`src/proxy_v2_binary_header_parser_unit_defines.svh`:
```
// assertion helpers for the proxy v2 header parser
`ifndef PROXY_V2_BINARY_HEADER_PARSER_UNIT_DEFINES_SVH
`define PROXY_V2_BINARY_HEADER_PARSER_UNIT_DEFINES_SVH

// same-cycle implication, checked outside reset
`define PVHP_ASSERT_IMPL(label, clk, rst, ante, cons) \
  label: assert property (@(posedge clk) disable iff (rst) (ante) |-> (cons)) \
    else $error("pvhp check failed");

// next-cycle implication, checked outside reset
`define PVHP_ASSERT_NEXT(label, clk, rst, ante, cons) \
  label: assert property (@(posedge clk) disable iff (rst) (ante) |=> (cons)) \
    else $error("pvhp check failed");

`endif

```
`src/pvhp_pkg.sv`:
```
`timescale 1ns / 1ps
package pvhp_pkg;

  // result status codes
  localparam logic [1:0] ST_OK    = 2'd0;
  localparam logic [1:0] ST_PROTO = 2'd1;
  localparam logic [1:0] ST_SIZE  = 2'd2;

  // address family codes on the result
  localparam logic [1:0] FAM_NONE = 2'd0;
  localparam logic [1:0] FAM_IPV4 = 2'd1;
  localparam logic [1:0] FAM_IPV6 = 2'd2;

  // family byte values on the wire
  localparam logic [7:0] FB_TCP4 = 8'h11;
  localparam logic [7:0] FB_TCP6 = 8'h21;

  localparam logic [3:0] VERSION_2   = 4'h2;
  localparam logic [16:0] MAX_RESET  = 17'd4096;
  localparam int unsigned TDATA_BITS = 328;

  // one incoming byte
  typedef struct packed {
    logic [7:0] data_byte;
    logic       start_of_stream;
  } item_t;

  // one parse result
  typedef struct packed {
    logic [1:0]  status;
    logic        command_kind;
    logic [1:0]  addr_family;
    logic [63:0] src_addr_high;
    logic [63:0] src_addr_low;
    logic [63:0] dst_addr_high;
    logic [63:0] dst_addr_low;
    logic [15:0] src_port;
    logic [15:0] dst_port;
    logic [16:0] header_bytes;
    logic [15:0] tlv_bytes;
  } result_t;

  // v2 signature, twelve bytes
  function automatic logic [7:0] sig_byte(input logic [3:0] idx);
    logic [7:0] b;
    case (idx)
      4'd0:    b = 8'h0d;
      4'd1:    b = 8'h0a;
      4'd2:    b = 8'h0d;
      4'd3:    b = 8'h0a;
      4'd4:    b = 8'h00;
      4'd5:    b = 8'h0d;
      4'd6:    b = 8'h0a;
      4'd7:    b = 8'h51;
      4'd8:    b = 8'h55;
      4'd9:    b = 8'h49;
      4'd10:   b = 8'h54;
      4'd11:   b = 8'h0a;
      default: b = 8'h00;
    endcase
    return b;
  endfunction

endpackage

```
`src/pvhp_front.sv`:
```
`timescale 1ns / 1ps
module pvhp_front
  import pvhp_pkg::*;
(
  input  logic  clk,
  input  logic  rst,
  input  logic  in_valid,
  output logic  in_ready,
  input  item_t in_item,
  output logic  q_valid,
  input  logic  q_pop,
  output item_t q_item
);

  item_t      mem [2];
  logic       wr_ptr;
  logic       rd_ptr;
  logic [1:0] count;
  logic       push;
  logic       pop;

  // two-entry request queue
  assign in_ready = (count != 2'd2);
  assign q_valid  = (count != 2'd0);
  assign q_item   = mem[rd_ptr];
  assign push     = in_valid && in_ready;
  assign pop      = q_valid && q_pop;

  // storage write
  always_ff @(posedge clk) begin
    if (push) begin
      mem[wr_ptr] <= in_item;
    end
  end

  // pointers and fill level
  always_ff @(posedge clk) begin
    if (rst) begin
      wr_ptr <= 1'b0;
      rd_ptr <= 1'b0;
      count  <= 2'd0;
    end else begin
      if (push) wr_ptr <= ~wr_ptr;
      if (pop) rd_ptr <= ~rd_ptr;
      count <= count + {1'b0, push} - {1'b0, pop};
    end
  end

endmodule

```
`src/pvhp_back.sv`:
```
`timescale 1ns / 1ps
module pvhp_back
  import pvhp_pkg::*;
(
  input  logic        clk,
  input  logic        rst,
  input  logic [16:0] header_limit,
  input  logic        q_valid,
  output logic        q_pop,
  input  item_t       q_item,
  output logic        res_valid,
  input  logic        res_ready,
  output result_t     res
);

  // parse state
  logic [16:0] pos;
  logic [15:0] pl;
  logic        cmd;
  logic [7:0]  fam;
  logic [63:0] src_hi, src_lo, dst_hi, dst_lo;
  logic [15:0] sport, dport;
  logic [1:0]  thc;
  logic [15:0] tvl;
  logic        body_en;
  logic        wide;
  logic [16:0] end_pos;
  logic        fin;

  logic [16:0] pos_next;
  logic [15:0] pl_next;
  logic        cmd_next;
  logic [7:0]  fam_next;
  logic [63:0] src_hi_next, src_lo_next, dst_hi_next, dst_lo_next;
  logic [15:0] sport_next, dport_next;
  logic [1:0]  thc_next;
  logic [15:0] tvl_next;
  logic        body_en_next;
  logic        wide_next;
  logic [16:0] end_pos_next;
  logic        fin_next;

  logic        take;
  logic        emit;
  logic        do_finish;
  logic        st;
  logic [7:0]  b;
  logic [16:0] q;
  logic [16:0] size;
  logic [15:0] pl15;
  logic [5:0]  a1, a2, a3, blk;
  result_t     res_next;

  assign q_pop = !res_valid || res_ready;
  assign take  = q_valid && q_pop;
  assign st    = q_item.start_of_stream;
  assign b     = q_item.data_byte;

  // block boundaries of the address area
  assign a1  = wide_next ? 6'd16 : 6'd4;
  assign a2  = wide_next ? 6'd32 : 6'd8;
  assign a3  = wide_next ? 6'd34 : 6'd10;
  assign blk = wide_next ? 6'd36 : 6'd12;

  // byte step: start clears, then the byte is parsed
  always_comb begin
    pos_next     = st ? 17'd0 : pos;
    pl_next      = st ? 16'd0 : pl;
    cmd_next     = st ? 1'b0 : cmd;
    fam_next     = st ? 8'd0 : fam;
    src_hi_next  = st ? 64'd0 : src_hi;
    src_lo_next  = st ? 64'd0 : src_lo;
    dst_hi_next  = st ? 64'd0 : dst_hi;
    dst_lo_next  = st ? 64'd0 : dst_lo;
    sport_next   = st ? 16'd0 : sport;
    dport_next   = st ? 16'd0 : dport;
    thc_next     = st ? 2'd0 : thc;
    tvl_next     = st ? 16'd0 : tvl;
    body_en_next = st ? 1'b0 : body_en;
    wide_next    = st ? 1'b0 : wide;
    end_pos_next = st ? 17'd0 : end_pos;
    fin_next     = st ? 1'b0 : fin;
    emit         = 1'b0;
    do_finish    = 1'b0;
    res_next     = '0;
    q            = pos_next - 17'd16;
    pl15         = {pl_next[15:8], b};
    size         = 17'd16 + {1'b0, pl15};
    if (!fin_next) begin
      pos_next = pos_next + 17'd1;
      if (pos_next - 17'd1 < 17'd12) begin
        if (b != sig_byte(pos[3:0] & {4{!st}})) begin
          emit            = 1'b1;
          res_next.status = ST_PROTO;
        end
      end else if (pos_next - 17'd1 == 17'd12) begin
        if (b[7:4] != VERSION_2 || b[3:0] > 4'd1) begin
          emit            = 1'b1;
          res_next.status = ST_PROTO;
        end else begin
          cmd_next = b[0];
        end
      end else if (pos_next - 17'd1 == 17'd13) begin
        fam_next = b;
      end else if (pos_next - 17'd1 == 17'd14) begin
        pl_next = {b, 8'h00};
      end else if (pos_next - 17'd1 == 17'd15) begin
        pl_next = pl15;
        if (size > header_limit) begin
          emit            = 1'b1;
          res_next.status = ST_SIZE;
        end else begin
          end_pos_next = {1'b0, pl15} + 17'd15;
          wide_next    = (fam_next == FB_TCP6);
          body_en_next = cmd_next &&
                         ((fam_next == FB_TCP4 && pl15 >= 16'd12) ||
                          (fam_next == FB_TCP6 && pl15 >= 16'd36));
          do_finish    = (pl15 == 16'd0);
        end
      end else begin
        // address block, then tlv chain
        if (body_en_next) begin
          if (q < 17'(a1)) begin
            if (wide_next && q < 17'd8) src_hi_next = {src_hi_next[55:0], b};
            else src_lo_next = {src_lo_next[55:0], b};
          end else if (q < 17'(a2)) begin
            if (wide_next && q < 17'd24) dst_hi_next = {dst_hi_next[55:0], b};
            else dst_lo_next = {dst_lo_next[55:0], b};
          end else if (q < 17'(a3)) begin
            sport_next = {sport_next[7:0], b};
          end else if (q < 17'(blk)) begin
            dport_next = {dport_next[7:0], b};
          end else if (tvl_next != 16'd0 && thc_next == 2'd0) begin
            tvl_next = tvl_next - 16'd1;
          end else if (thc_next == 2'd0) begin
            thc_next = 2'd1;
          end else if (thc_next == 2'd1) begin
            tvl_next = {b, 8'h00};
            thc_next = 2'd2;
          end else begin
            tvl_next = {tvl_next[15:8], b};
            thc_next = 2'd0;
          end
        end
        do_finish = (pos_next - 17'd1 == end_pos_next);
      end
      // header end
      if (do_finish) begin
        emit = 1'b1;
        if (cmd_next) begin
          if (!body_en_next || thc_next != 2'd0 || tvl_next != 16'd0) begin
            res_next.status = ST_PROTO;
          end else begin
            res_next.status         = ST_OK;
            res_next.command_kind   = 1'b1;
            res_next.addr_family    = wide_next ? FAM_IPV6 : FAM_IPV4;
            res_next.src_addr_high  = src_hi_next;
            res_next.src_addr_low   = src_lo_next;
            res_next.dst_addr_high  = dst_hi_next;
            res_next.dst_addr_low   = dst_lo_next;
            res_next.src_port       = sport_next;
            res_next.dst_port       = dport_next;
            res_next.header_bytes   = 17'd16 + {1'b0, pl_next};
            res_next.tlv_bytes      = pl_next - {10'd0, blk};
          end
        end else begin
          res_next.status         = ST_OK;
          res_next.addr_family    = FAM_NONE;
          res_next.header_bytes   = 17'd16 + {1'b0, pl_next};
        end
      end
      if (emit) fin_next = 1'b1;
    end
  end

  // parse state registers
  always_ff @(posedge clk) begin
    if (rst) begin
      pos     <= 17'd0;
      pl      <= 16'd0;
      cmd     <= 1'b0;
      fam     <= 8'd0;
      src_hi  <= 64'd0;
      src_lo  <= 64'd0;
      dst_hi  <= 64'd0;
      dst_lo  <= 64'd0;
      sport   <= 16'd0;
      dport   <= 16'd0;
      thc     <= 2'd0;
      tvl     <= 16'd0;
      body_en <= 1'b0;
      wide    <= 1'b0;
      end_pos <= 17'd0;
      fin     <= 1'b1;
    end else if (take) begin
      pos     <= pos_next;
      pl      <= pl_next;
      cmd     <= cmd_next;
      fam     <= fam_next;
      src_hi  <= src_hi_next;
      src_lo  <= src_lo_next;
      dst_hi  <= dst_hi_next;
      dst_lo  <= dst_lo_next;
      sport   <= sport_next;
      dport   <= dport_next;
      thc     <= thc_next;
      tvl     <= tvl_next;
      body_en <= body_en_next;
      wide    <= wide_next;
      end_pos <= end_pos_next;
      fin     <= fin_next;
    end
  end

  // result register
  always_ff @(posedge clk) begin
    if (rst) begin
      res_valid <= 1'b0;
    end else if (take && emit) begin
      res_valid <= 1'b1;
    end else if (res_ready) begin
      res_valid <= 1'b0;
    end
  end

  always_ff @(posedge clk) begin
    if (take && emit) begin
      res <= res_next;
    end
  end

endmodule

```
`src/proxy_v2_binary_header_parser_unit.sv`:
```
`timescale 1ns / 1ps
// channel   | direction | handshake                     | payload
// s_axis    | in        | s_axis_tvalid / s_axis_tready | tdata: data_byte, tuser: start_of_stream
// m_axis    | out       | m_axis_tvalid / m_axis_tready | tdata: result fields, tuser: status
// cfg       | in        | cfg_valid / cfg_ready         | cfg_data: header size limit
//
// one byte per cycle sustained while m_axis_tready keeps the result register draining; a result
// is registered once its last byte has passed the front queue and been taken by the parser
// the parser pops a byte only while the result register is free or draining
// the two-entry front queue absorbs one byte while the parser stalls; s_axis_tready drops the cycle after
// rst is synchronous; after it the parser ignores bytes until start_of_stream
`include "proxy_v2_binary_header_parser_unit_defines.svh"
module proxy_v2_binary_header_parser_unit
  import pvhp_pkg::*;
(
  input  logic                    clk,
  input  logic                    rst,
  input  logic                    s_axis_tvalid,
  output logic                    s_axis_tready,
  input  logic [7:0]              s_axis_tdata,   // [7:0] data_byte
  input  logic                    s_axis_tuser,   // [0] start_of_stream
  output logic                    m_axis_tvalid,
  input  logic                    m_axis_tready,
  // [0] command_kind, [2:1] addr_family, [66:3] src_addr_high,
  // [130:67] src_addr_low, [194:131] dst_addr_high, [258:195] dst_addr_low,
  // [274:259] src_port, [290:275] dst_port, [307:291] header_bytes,
  // [323:308] tlv_bytes, [327:324] zero
  output logic [TDATA_BITS-1:0]   m_axis_tdata,
  output logic [1:0]              m_axis_tuser,   // [1:0] status
  input  logic                    cfg_valid,
  output logic                    cfg_ready,
  input  logic [16:0]             cfg_data        // [16:0] header size limit
);

  logic [16:0] header_limit;
  item_t       in_item;
  item_t       q_item;
  logic        q_valid;
  logic        q_pop;
  result_t     res;

  // limit register
  assign cfg_ready = 1'b1;

  always_ff @(posedge clk) begin
    if (rst) begin
      header_limit <= MAX_RESET;
    end else if (cfg_valid) begin
      header_limit <= cfg_data;
    end
  end

  assign in_item.data_byte       = s_axis_tdata;
  assign in_item.start_of_stream = s_axis_tuser;

  // front queue
  pvhp_front u_front (
    .clk      (clk),
    .rst      (rst),
    .in_valid (s_axis_tvalid),
    .in_ready (s_axis_tready),
    .in_item  (in_item),
    .q_valid  (q_valid),
    .q_pop    (q_pop),
    .q_item   (q_item)
  );

  // parser
  pvhp_back u_back (
    .clk          (clk),
    .rst          (rst),
    .header_limit (header_limit),
    .q_valid      (q_valid),
    .q_pop        (q_pop),
    .q_item       (q_item),
    .res_valid    (m_axis_tvalid),
    .res_ready    (m_axis_tready),
    .res          (res)
  );

  // result packing
  assign m_axis_tuser = res.status;
  assign m_axis_tdata = {4'b0000, res.tlv_bytes, res.header_bytes, res.dst_port,
                         res.src_port, res.dst_addr_low, res.dst_addr_high,
                         res.src_addr_low, res.src_addr_high, res.addr_family,
                         res.command_kind};

  // error results carry nothing but the status
  `PVHP_ASSERT_IMPL(a_err_zero, clk, rst, m_axis_tvalid && m_axis_tuser != ST_OK, m_axis_tdata == '0)
  // an address family only comes with a proxy command
  `PVHP_ASSERT_IMPL(a_fam_cmd, clk, rst, m_axis_tvalid && m_axis_tdata[2:1] != FAM_NONE, m_axis_tdata[0] == 1'b1)
  // a limit write lands in the next cycle
  `PVHP_ASSERT_NEXT(a_cfg_write, clk, rst, cfg_valid, header_limit == $past(cfg_data))

endmodule
```
`config.mk`:
```
export PLATFORM = sky130hd
export DESIGN_NAME = proxy_v2_binary_header_parser_unit
export DESIGN_NICKNAME = d
export VERILOG_FILES = /design/src/pvhp_pkg.sv /design/src/pvhp_front.sv /design/src/pvhp_back.sv /design/src/proxy_v2_binary_header_parser_unit.sv
export VERILOG_INCLUDE_DIRS = /design/src /design/src/src
export SDC_FILE = /design/constraint.sdc
export NUM_CORES = 2
export LEC_CHECK = 0
export BUFFER_PORTS_ARGS = -buffer_cell sky130_fd_sc_hd__clkbuf_2
export CORE_ASPECT_RATIO = 1.75
export CORE_MARGIN = 1
export CORE_UTILIZATION = 64
export CTS_CLUSTER_DIAMETER = 100
export CTS_CLUSTER_SIZE = 28
export DETAILED_ROUTE_END_ITERATION = 6
export PLACE_DENSITY = 0.93
export SYNTH_ARGS = -nofsm -noshare
export SYNTH_HDL_FRONTEND = slang
export SYNTH_SLANG_ARGS = --single-unit
```
`constraint.sdc`:
```
create_clock -name clk -period 33.2 [get_ports clk]
set_input_delay 4.98 -clock clk [delete_from_list [all_inputs] [get_ports clk]]
set_output_delay 4.98 -clock clk [all_outputs]
set_load 0.02 [all_outputs]
```
==> reports/metrics.yaml <==
dpl.hpwl_mm: 67.1
vias: 29800
p_leak_uw: 0.0123
final_common_cell: "nand2_1"
cp_max_fo: 81
max_stage_delay_ps: 940
ios: 364
die_h_um: 311
clockBufferDepth: 3
utilization_pct: 69.5
drive_gt1_share_pct: 19.3
p_per_area_mw_per_mm2: 69.0
wl_per_cell_um: 22.7
synth_seq_area_share_pct: 52.0
path_buf_inv: 4
vdd_drop_max_v: 0.000123
antenna_found_initial: 3
io_buffers: 358
clk_pin_slew_ps: 110
post-route-drc-count: 13
gp_congestion: 0.984
period_share_pct: 35.5
grt_overflow_total: 0
period_minus_slack_ps: 11780
rsz0062_at_grt: "false"
nNetsFinal: 3858
hp-class: "register to register"
maxSlewViolCount: 0
ys_seq_elements: 735
worst_pin_slew_ps: 1190
power.total_uw: 2600
drt_iter0_drc: 4134
startpoint_type: "register"
synth-edff-count: 344
cpMaxStageDelayCell: "or4_4"
core_sq_mm: 0.0542
cts_tree: "done"
critPathArrivalTime_ps: 12130
slew_headroom_pct: 20.7
synthDistinctLibCells: 92
cts_inserted_buffers: 30
yosys_warnings: 0
reg2regPathDepth: 27
worst_hold_slack_ps: 467
cp.depth: 27
final-hold-violation-count: 0
initial_core_util_pct: 64.5
status: "finished, violations left"
skew_ps: 42.7
syn_inst: 3639
crit_required_ps: 33550
cts-root-buf: "clkbuf_16"
critPathCapture: "u_back.res[300]$_SDFFCE_PP0P_"
worst_slack_ps: 21420
fillerInstances: 3944
grt_pass1_vias: 28200
place_ws_ps: 21600
grt_pass1_wl_mm: 155
synthFlopType: "dfxtp_1"
grt_max_degree: 159
syn_avg_cell_area_sq_um: 9.60
ctsResizeCount: 0
vias_per_cell: 6.63
rows: 113
synthArstFlopShare_pct: 0
dieArea_sq_mm: 0.0556
r2r_slack_ps: 21420
first_pass_iters: 7
min_from: "u_back.dport[15]$_SDFFE_PP0P_"
area_growth_pct: 7.71
clock.fmax_mhz: 84.9
drv_cap: 0
holdBufCountCts: 0
syn_area_sq_mm: 0.0349
criticalPathCategory: "register to register"
dieWidth_um: 179
violations: "design-rule violations"
clock_latency_ps: 650
finalSetupTns_ps: 0
routed_wl_mm: 102
htree_levels: 1
critPathTopFamily: "simple AND/OR/NAND/NOR gates"
r2r_end: "u_back.res[300]$_SDFFCE_PP0P_"
finalSetupViolations: 0
clock_sinks: 735
crit_path_end_kind: "register"
ant_nets: 0
most-common-layout-cells: "nand2_1 (496), nor2_1 (481), dfxtp_1 (391)"
grt_use_total_pct: 35.8
post-cts-setup-buffers: 0
worst reg2reg max path, cell delays in order (launching register included):
cell,delay (ps)
dfxtp_1,760
mux2i_4,320
buf_4,520
buf_4,720
nand2_1,290
inv_1,190
ha_1,400
ha_1,340
nor3b_1,250
o21ai_0,200
a211oi_1,390
o21ai_1,220
o31ai_1,590
nand4_1,310
nor3_1,750
nand2_1,170
mux2i_1,620
ha_1,240
nor4b_1,690
a211oi_1,390
nor3_1,300
o2bb2ai_2,280
nor3b_1,320
nor4_2,100
nand3_1,130
or4_4,940
buf_4,910
a21oi_1,170
routing by layer:
layer | share of wire [%] | global-route usage [%] | vias up
met5 | 0.0078 | 0 | -
met4 | 8.0 | 25.2 | 2
met3 | 7.8 | 3.95 | 423
met2 | 50 | 60.5 | 1852
met1 | 34 | 42.0 | 14300
li1 | - | - | 13300
where the power goes:
part	internal, uW	total (uW)	switching, uW	leakage (uW)
clock	176	451	275	0.000416
sequential	1160	1250	98.3	0.00641
combinational	226	892	666	0.00550
sequential cells by signal, summed over array words and instances, names as in the netlist, 17 cells and up, named ones only:
register        cells
u_back.res        326
u_back.src_lo      64
u_back.dst_lo      64
u_back.src_hi      64
u_back.end_pos     17
u_back.dst_hi      64
u_front.mem        18
header_limit       17
u_back.pos         17
synth_stat cells, types with 12 or more instances:
master / n / share of area, %
dfxtp_1: 391 / 22
nor3b_1: 13 / 0.28
and3_1: 29 / 0.52
nor3_1: 44 / 0.63
or3_1: 15 / 0.27
xnor2_1: 57 / 1.4
nor2b_1: 12 / 0.21
inv_1: 55 / 0.59
a22oi_1: 343 / 7.4
nand2_1: 496 / 5.3
mux2i_1: 43 / 1.2
nor4_1: 12 / 0.21
clkbuf_1: 237 / 2.5
buf_6: 25 / 0.81
edfxtp_1: 344 / 30
a211oi_1: 31 / 0.67
xor2_1: 22 / 0.55
nand4_1: 24 / 0.43
buf_2: 21 / 0.30
a31oi_1: 13 / 0.23
o21ai_1: 12 / 0.17
nor2_4: 27 / 0.87
a21oi_2: 202 / 5.1
and2_1: 17 / 0.30
o21ai_0: 62 / 0.89
nand3_1: 213 / 3.1
a21oi_1: 127 / 1.8
ha_1: 43 / 1.5
nor2_1: 483 / 5.2
nand3b_1: 12 / 0.26
cells by family (layout without fill, tap and decap cells):
family | after synthesis | count (layout) | synth area share, %
adders and majority gates | 44 | 44 | 1.60
buffers and inverters | 362 | 527 | 4.73
muxes | 53 | 53 | 1.55
AOI/OAI and AO/OA | 906 | 906 | 19.1
and+or+nand+nor | 1458 | 1458 | 19.0
other | 2 | 6 | 0.0215
xor gates and xnor gates | 79 | 79 | 1.98
DFF | 735 | 735 | 52.0
how the worst min path moves through the flow:
| stage | cells past startpoint | endpoint |
|---|---|---|
| after CTS | 2 | u_back.dport[15]$_SDFFE_PP0P_ |
| after global placement | 2 | u_back.dport[15]$_SDFFE_PP0P_ |
| final | 2 | u_back.dport[15]$_SDFFE_PP0P_ |
| after global routing | 2 | u_back.dport[15]$_SDFFE_PP0P_ |
| after detailed placement | 2 | u_back.dport[15]$_SDFFE_PP0P_ |
| after floorplan | 2 | u_back.dport[15]$_SDFFE_PP0P_ |
metrics by stage:
step | cell area, sq um | cells
5_1_grt | 37600 | 4498
3_3_place_gp | 36700 | 4441
6_report | 37600 | 4498
2_1_floorplan | 34900 | 3642
4_1_cts | 37600 | 4497
3_5_place_dp | 36700 | 4441
layout make-up:
class | instances | area (sq um) | share of cell area, %
Antenna cell | 1 | 2.50 | 0.00665
Sequential cell | 735 | 18200 | 48.3
Multi-Input combinational cell | 2545 | 15300 | 40.6
Clock inverter | 2 | 46.3 | 0.123
Inverter | 56 | 218 | 0.579
Tap cell | 690 | 863 | 2.29
Clock buffer | 54 | 841 | 2.23
Timing Repair Buffer | 415 | 2240 | 5.96
(Power assumes the default switching activity.)
